`src/bdras_pkg.sv`:
```
// shared types, constants and command codes for the block decomposed range add/sum unit
// no dependencies; every other file but bdras_ram uses this package by scoped names
`timescale 1ns / 1ps

package bdras_pkg;

   // default capacities
   localparam int MAX_ELEMENTS_DEF = 1024;
   localparam int MAX_BLOCKS_DEF   = 64;

   // fixed field widths
   localparam int IDX_W  = 11;
   localparam int VAL_W  = 64;
   localparam int DIV_W  = 12;
   localparam int DCNT_W = 4;
   localparam int ADDR_W = 3;
   localparam int DATA_W = 32;

   // request kinds
   localparam logic [1:0] REQ_LOAD  = 2'd0;
   localparam logic [1:0] REQ_ADD   = 2'd1;
   localparam logic [1:0] REQ_QUERY = 2'd2;

   // register indexes
   localparam logic REG_COUNT = 1'b0;
   localparam logic REG_SIZE  = 1'b1;

   // datapath commands
   localparam logic [4:0] CMD_NOP       = 5'd0;
   localparam logic [4:0] CMD_CLR_START = 5'd1;
   localparam logic [4:0] CMD_CLR_STEP  = 5'd2;
   localparam logic [4:0] CMD_LATCH     = 5'd3;
   localparam logic [4:0] CMD_DIV_A     = 5'd5;
   localparam logic [4:0] CMD_DIV_Z     = 5'd6;
   localparam logic [4:0] CMD_BS_SET    = 5'd7;
   localparam logic [4:0] CMD_A_SET     = 5'd8;
   localparam logic [4:0] CMD_Z_SET     = 5'd9;
   localparam logic [4:0] CMD_LD_RD     = 5'd10;
   localparam logic [4:0] CMD_LD_RAW    = 5'd11;
   localparam logic [4:0] CMD_LD_WR     = 5'd12;
   localparam logic [4:0] CMD_SEG_FIRST = 5'd13;
   localparam logic [4:0] CMD_SEG_LAST  = 5'd14;
   localparam logic [4:0] CMD_BLK_RD    = 5'd15;
   localparam logic [4:0] CMD_EL_RD     = 5'd16;
   localparam logic [4:0] CMD_EL_WR     = 5'd17;
   localparam logic [4:0] CMD_SUM_WR    = 5'd18;
   localparam logic [4:0] CMD_MID_START = 5'd19;
   localparam logic [4:0] CMD_MID_RD    = 5'd20;
   localparam logic [4:0] CMD_MID_WR    = 5'd21;
   localparam logic [4:0] CMD_RESP      = 5'd22;

   typedef struct packed {
      logic [1:0]              req_type;
      logic [IDX_W-1:0]        left_index;
      logic [IDX_W-1:0]        right_index;
      logic signed [VAL_W-1:0] value;
   } req_type_type;

   typedef struct packed {
      logic signed [VAL_W-1:0] range_sum;
      logic                    status;
   } rsp_type;

   typedef struct packed {
      logic [4:0] op;
      logic       first;
   } cmd_type;

   typedef struct packed {
      logic clr_last;
      logic bad;
      logic kind_load;
      logic kind_add;
      logic div_done;
      logic same_block;
      logic elem_last;
      logic mid_empty;
      logic slot_free;
   } stat_type;

endpackage

```
`src/bdras_ctrl.sv`:
```
// controller: sequences clearing, division, element walks and block walks
// uses bdras_pkg; drives the datapath through cmd_type and reads stat_type
`timescale 1ns / 1ps

module bdras_ctrl (
   input  logic                clock,
   input  logic                reset,
   input  logic                cfg_write,
   input  logic                req_valid,
   output logic                req_stall,
   output bdras_pkg::cmd_type  cmd,
   input  bdras_pkg::stat_type stat
);

   localparam logic [4:0] S_CLEAR   = 5'd0;
   localparam logic [4:0] S_IDLE    = 5'd1;
   localparam logic [4:0] S_CHECK   = 5'd2;
   localparam logic [4:0] S_DN_GO   = 5'd3;
   localparam logic [4:0] S_DA_GO   = 5'd5;
   localparam logic [4:0] S_DA_WAIT = 5'd6;
   localparam logic [4:0] S_DZ_GO   = 5'd7;
   localparam logic [4:0] S_DZ_WAIT = 5'd8;
   localparam logic [4:0] S_LD_RD   = 5'd9;
   localparam logic [4:0] S_LD_RAW  = 5'd10;
   localparam logic [4:0] S_LD_WR   = 5'd11;
   localparam logic [4:0] S_SEG     = 5'd12;
   localparam logic [4:0] S_BLK_RD  = 5'd13;
   localparam logic [4:0] S_EL_RD   = 5'd14;
   localparam logic [4:0] S_EL_WR   = 5'd15;
   localparam logic [4:0] S_SUM_WR  = 5'd16;
   localparam logic [4:0] S_MID_ST  = 5'd17;
   localparam logic [4:0] S_MID_RD  = 5'd18;
   localparam logic [4:0] S_MID_WR  = 5'd19;
   localparam logic [4:0] S_RESP    = 5'd20;

   logic [4:0] state_ff, state_in;
   logic       last_ff, last_in;
   logic       first_ff, first_in;
   logic       accepted;

   assign req_stall = (state_ff != S_IDLE) || cfg_write;
   assign accepted  = req_valid && !req_stall;

   // next state and command
   always_comb begin
      state_in  = state_ff;
      last_in   = last_ff;
      first_in  = first_ff;
      cmd.op    = bdras_pkg::CMD_NOP;
      cmd.first = first_ff;
      case (state_ff)
         S_CLEAR: begin
            cmd.op = bdras_pkg::CMD_CLR_STEP;
            if (stat.clr_last) begin
               state_in = S_IDLE;
            end
         end
         S_IDLE: begin
            if (accepted) begin
               cmd.op   = bdras_pkg::CMD_LATCH;
               state_in = S_CHECK;
            end
         end
         S_CHECK: begin
            state_in = stat.bad ? S_RESP : S_DN_GO;
         end
         S_DN_GO: begin
            cmd.op   = bdras_pkg::CMD_BS_SET;
            state_in = S_DA_GO;
         end
         S_DA_GO: begin
            cmd.op   = bdras_pkg::CMD_DIV_A;
            state_in = S_DA_WAIT;
         end
         S_DA_WAIT: begin
            if (stat.div_done) begin
               cmd.op   = bdras_pkg::CMD_A_SET;
               state_in = stat.kind_load ? S_LD_RD : S_DZ_GO;
            end
         end
         S_DZ_GO: begin
            cmd.op   = bdras_pkg::CMD_DIV_Z;
            state_in = S_DZ_WAIT;
         end
         S_DZ_WAIT: begin
            if (stat.div_done) begin
               cmd.op   = bdras_pkg::CMD_Z_SET;
               last_in  = 1'b0;
               state_in = S_SEG;
            end
         end
         S_LD_RD: begin
            cmd.op   = bdras_pkg::CMD_LD_RD;
            state_in = S_LD_RAW;
         end
         S_LD_RAW: begin
            cmd.op   = bdras_pkg::CMD_LD_RAW;
            state_in = S_LD_WR;
         end
         S_LD_WR: begin
            cmd.op   = bdras_pkg::CMD_LD_WR;
            state_in = S_RESP;
         end
         S_SEG: begin
            cmd.op   = last_ff ? bdras_pkg::CMD_SEG_LAST : bdras_pkg::CMD_SEG_FIRST;
            state_in = S_BLK_RD;
         end
         S_BLK_RD: begin
            cmd.op   = bdras_pkg::CMD_BLK_RD;
            first_in = 1'b1;
            state_in = S_EL_RD;
         end
         S_EL_RD: begin
            cmd.op   = bdras_pkg::CMD_EL_RD;
            first_in = 1'b0;
            state_in = S_EL_WR;
         end
         S_EL_WR: begin
            cmd.op   = bdras_pkg::CMD_EL_WR;
            state_in = stat.elem_last ? S_SUM_WR : S_EL_RD;
         end
         S_SUM_WR: begin
            cmd.op   = bdras_pkg::CMD_SUM_WR;
            state_in = (last_ff || stat.same_block) ? S_RESP : S_MID_ST;
         end
         S_MID_ST: begin
            cmd.op   = bdras_pkg::CMD_MID_START;
            state_in = S_MID_RD;
         end
         S_MID_RD: begin
            if (stat.mid_empty) begin
               last_in  = 1'b1;
               state_in = S_SEG;
            end else begin
               cmd.op   = bdras_pkg::CMD_MID_RD;
               state_in = S_MID_WR;
            end
         end
         S_MID_WR: begin
            cmd.op   = bdras_pkg::CMD_MID_WR;
            state_in = S_MID_RD;
         end
         S_RESP: begin
            if (stat.slot_free) begin
               cmd.op   = bdras_pkg::CMD_RESP;
               state_in = S_IDLE;
            end
         end
         default: begin
            state_in = S_CLEAR;
         end
      endcase
      // a register write restarts the clearing sweep
      if (cfg_write) begin
         cmd.op   = bdras_pkg::CMD_CLR_START;
         state_in = S_CLEAR;
      end
   end

   always_ff @(posedge clock) begin
      if (reset) begin
         state_ff <= S_CLEAR;
         last_ff  <= 1'b0;
         first_ff <= 1'b0;
      end else begin
         state_ff <= state_in;
         last_ff  <= last_in;
         first_ff <= first_in;
      end
   end

   // reset always lands in the clearing sweep
   a_reset_clear : assert property (@(posedge clock) reset |=> (state_ff == S_CLEAR))
      else $error("reset did not start clearing sweep");

   // a result is never loaded over one that is still waiting
   a_resp_slot : assert property (@(posedge clock) disable iff (reset)
      (cmd.op == bdras_pkg::CMD_RESP) |-> stat.slot_free)
      else $error("result loaded into a busy output slot");

   // an accepted transaction always goes to the range check next
   a_accept_check : assert property (@(posedge clock) disable iff (reset)
      accepted |=> (state_ff == S_CHECK))
      else $error("accepted transaction not checked");

   // divider results are only captured once the divider reports done
   a_div_capture : assert property (@(posedge clock) disable iff (reset)
      (cmd.op == bdras_pkg::CMD_A_SET || cmd.op == bdras_pkg::CMD_Z_SET)
      |-> stat.div_done)
      else $error("divider captured before done");

endmodule

```
`config.mk`:
```
export PLATFORM = sky130hd
export DESIGN_NAME = bdras_ctrl
export DESIGN_NICKNAME = d
export VERILOG_FILES = /design/src/bdras_pkg.sv /design/src/bdras_ctrl.sv
export SDC_FILE = /design/constraint.sdc
export NUM_CORES = 1
export LEC_CHECK = 0
export ABC_AREA = 0
export BUFFER_PORTS_ARGS = -buffer_cell sky130_fd_sc_hd__clkbuf_2
export CELL_PAD_IN_SITES_DETAIL_PLACEMENT = 0
export CELL_PAD_IN_SITES_GLOBAL_PLACEMENT = 2
export CORE_MARGIN = 4
export CORE_UTILIZATION = 31
export CTS_BUF_LIST = sky130_fd_sc_hd__clkbuf_8
export DETAILED_ROUTE_END_ITERATION = 16
export GPL_TIMING_DRIVEN = 0
export PLACE_DENSITY_LB_ADDON = 0.12
export SLEW_MARGIN = 40
export SYNTH_ARGS = -nofsm -noshare
export SYNTH_HDL_FRONTEND = slang
export SYNTH_SLANG_ARGS = --single-unit
```
`constraint.sdc`:
```
create_clock -name clock -period 2 [get_ports clock]
set_clock_uncertainty 0.1 [all_clocks]
set_input_delay 0.1 -clock clock [delete_from_list [all_inputs] [get_ports clock]]
set_output_delay 0.1 -clock clock [all_outputs]
set_load 0.1 [all_outputs]
```
# Word-level counts from Yosys, hierarchy flattened
# Index checks and enable logic that the tools add are counted.
# classes
n_eq_ne,26
n_reduce_logical,11
n_mux,23
# op_table
op,count
$pmux 5 s19,2
$mux 5,11
$eq 5x4->1 const B,8
$eq 5x5->1 const B,5
$eq 5x3->1 const B,3
$mux 4,3
$ne 2x2->1 const B,6
$eq 5x2->1 const B,2
$eq 5x1->1 const B,1
$logic_not 5->1,1
$ne 5x1->1 const B,1
$reduce_and 5->1,1
$mux 2,2
$pmux 1 s2,2
$reduce_bool 2->1,2
$reduce_or 2->1,2
$mux 3,1
$reduce_and 3->1,1
$logic_or 1x1->1,2
$mux 1,2
$logic_and 1x1->1,1
$logic_not 1->1,1
# word_totals
output_inout_bits,7
elab_cells,63
inputBits,13
register_bits,7

# Depth between registers and ports, before layout
# depth
ltp_word,7
mapped_depth,7
ltp_nobuf,4

# Worst setup path before layout
# OpenSTA, ideal clock, no wires.
# synth_path
path_type,register -> output
startpoint,reg state_ff[0]
endpoint,out cmd[4] (netlist bit)
stages_incl_launch_ff,5
path_buffers,2
arrival_time_ps,3513
setup_slack_ps,-1713
path_cell_list,dfxtp_1 buf_2 buf_2 or3_1 a311oi_1
# synth_rtl
item,line,rtl
from (decl),bdras_ctrl.sv:36,"logic [4:0] state_ff, state_in;"
from (signal assigned),bdras_ctrl.sv:166,state_ff <= state_in;
to (decl),bdras_ctrl.sv:11,"output bdras_pkg::cmd_type cmd,"

==> results_dict.tcl <==
set metrics [dict create \
    outcome "finished, violations left" \
    failed_checks "negative setup slack" \
    clock_path_buffers 2 \
    drt_first_pass_iters 5 \
    async_reset_ff_share_pct 0 \
    insertion_delay_ps 230 \
    die_x_um 65.9 \
    ant_nets 0 \
    cts_tree "built" \
    via_per_inst 6.13 \
    core_mm2 0.00313 \
    diodes 0 \
    die_h_um 65.9 \
    grt_first_pass_wirelength_um 7150 \
    crit_type "reg -> out" \
    critical_path_arrival_ps 1810 \
    drt-total-wl_um 4320 \
    syn_area_per_cell_um2 7.02 \
    groute.usage.overall_pct 21.5 \
    fin_ws_ps -7.79 \
    area_delta_synth_final_pct 64.5 \
    power_switching_mw 0.168 \
    synth_nets 161 \
    synth_warnings 0 \
    num_vias 1458 \
    netlist_area_mm2 0.00104 \
    synth_flop_cell "dfxtp_1" \
    cp-startpoint "state_ff[2]$_SDFFE_PP0P_" \
    r2r_slack_ps 180 \
    clock.fmax_mhz 498 \
    power_leakage_nw 0.654 \
    critPathSlowestCell "dfxtp_4" \
    syn-instance-count 148 \
    drv_slew 0 \
    antenna_found_initial 0 \
    dieArea_mm2 0.00434 \
    synth.distinct_cells 57 \
    grt_start_max_net_pins 11 \
    cts_buffers 3 \
    crit_path_end_kind "primary output" \
    power.internal_mw 0.348 \
    startpoint_type "flop" \
    drive_above_1_share_pct 46.4 \
    htree_levels 1 \
    gp_congestion 0.879 \
    portBuffers 18 \
    drt_iter0_drc 133 \
    drc 0 \
    cpPeakStageDelay_ps 350 \
    swShare_pct 32.6 \
    ys_seq_area_share_pct 13.5 \
    cp_cell_sequence "buf_8 -> buf_6 -> nand2b_4 -> or3_4 -> a311oi_4 -> clkbuf_16" \
    p_clk_share_pct 37.6 \
    worst_slew_pin_slew_ps 522 \
    rsz0062_at_grt "true" \
    hold_viol_final 0 \
    clkSinkCount 7 \
    cts-root-buf "clkbuf_8" \
    path_delay_family "buffers and inverters" \
    p_per_area_mw_per_mm2 302 \
    num_io_pins 20 \
    cap_violations 0 \
    grt_pass1_vias 1383 \
    setup_viol 1 \
    pre_cts_slack_ps -296 \
    irDropWorstVdd_mv 0.418 \
    grt-ovfl-total 0 \
    timing.final.crit_share_pct 100 \
    hpwl_um 2800 \
    reg2reg_from "state_ff[2]$_SDFFE_PP0P_" \
    comb_power_share_pct 35.0 \
    final_cells 238 \
    hold_start "stat[4]" \
    num_rows 20 \
    synth_seq_cells 7 \
    slew_headroom_pct 64.7 \
    crit_buf_inv 3 \
    hp-class "in -> reg" \
    synth_edf_count 0 \
    start_util_pct 33.2 \
    final_nets 208 \
    dp.cells 210 \
    post_drt_wl_per_cell_um 18.2 \
    crit_fanout 5 \
    min_period_ps 2010 \
    clkTransAtPathRegs_ps 40 \
    cp.required_ps 1800 \
    p_seq_share_pct 27.5 \
]
[Yosys cell counts, types with 3 or more instances]
cell type	instances	area [µm²]
dfxtp_1	7	140
o21ai_1	3	15.0
a311oi_1	3	26.3
o21ai_0	7	35.0
a21oi_1	10	50.1
nand2b_1	6	37.5
nand3_1	4	20.0
a31oi_1	4	25.0
or3_1	3	18.8
nor3_1	4	20.0
nand2_1	13	48.8
buf_2	8	40.0
nor2_1	8	30.0
clkbuf_1	3	11.3
inv_1	8	30.0
[per-layer routing]
metal	global-route usage, %	wire length (µm)	vias up
met1	29.6	1810	674
met4	5.44	88	0
met5	0	0	-
met2	33.9	1950	110
li1	-	-	663
met3	4.25	470	11
[metrics by stage]
stage          total power [mW]  hold slack (ps)  TNS (ps)  area, µm²  utilization, %
6_report                  0.516              157     -7.79       1710            54.6
5_1_grt                   0.542              151      -162       1710            54.6
4_1_cts                   0.511              136    -0.174       1640            52.3
3_5_place_dp              0.282              198      -946       1230            39.4
3_3_place_gp              0.283              194      -980       1230            39.4
2_1_floorplan             0.245             69.1      -807       1090               -
[cell usage in the layout (no fill, tap or decap), drive strengths merged, types with 3 or more instances in the layout]
cell type  count
nor2           9
nand2         13
a221oi         3
buf           39
dfxtp          7
nand3          4
nor3           4
o21ai         10
nand2b         6
o2111ai        3
a311oi         3
inv           10
clkbuf        19
or3            3
a31oi          4
a21oi         10
a211oi         3
[power by group through the flow]
stage	clock network, mW	logic [mW]	registers (mW)
2_1_floorplan	0	0.0975	0.147
3_3_place_gp	0	0.136	0.148
3_5_place_dp	0	0.134	0.148
4_1_cts	0.197	0.172	0.142
5_1_grt	0.210	0.190	0.142
6_report	0.194	0.180	0.142
[sequential cells by signal, summed over array words and instances, names as in the netlist]
signal / count
state_ff: 5
first_ff: 1
last_ff: 1
[worst min-delay path, cell delays in order]
cell      delay (ps)
clkbuf_2         140
or3_1            130
a211oi_2          60
[cell type report]
| type | count | area (µm²) |
|---|---|---|
| fill | 290 | 1420 |
| multi-input combinational | 118 | 901 |
| inverter | 9 | 33.8 |
| clock buffer | 3 | 41.3 |
| tap | 44 | 55.1 |
| buffer | 13 | 148 |
| clock inverter | 1 | 3.75 |
| timing repair buffer | 43 | 372 |
| sequential | 7 | 154 |
[path summary, 6_finish.rpt]
kind / end / cells after the start
setup / recovery: cmd[4] / 6
hold / removal: state_ff[3]$_SDFFE_PP0P_ / 3
setup reg to reg: state_ff[1]$_SDFFE_PP0P_ / 7
hold reg to reg: first_ff$_SDFFE_PP0P_ / 2
[repair_timing]
action | in CTS | in global routing
hold buffers | 1 | 0
gates resized for setup | 47 | 16
pin swaps | 4 | 2
endpoints found under the hold margin | 2 | 0
gates cloned | 0 | 0
setup endpoints to repair | 5 | 7
buffers inserted | 20 | 4
[cells by family after synthesis]
logic type | count (synthesis) | share of synthesized area, %
AND/OR/NAND/NOR | 60 | 33.0
buffers and inverters | 23 | 11.1
AO/OA/AOI/OAI | 54 | 38.9
flip-flops | 7 | 13.5
multiplexers | 1 | 0.964
XOR/XNOR | 3 | 2.53
Power figures use the tool's default switching activity.
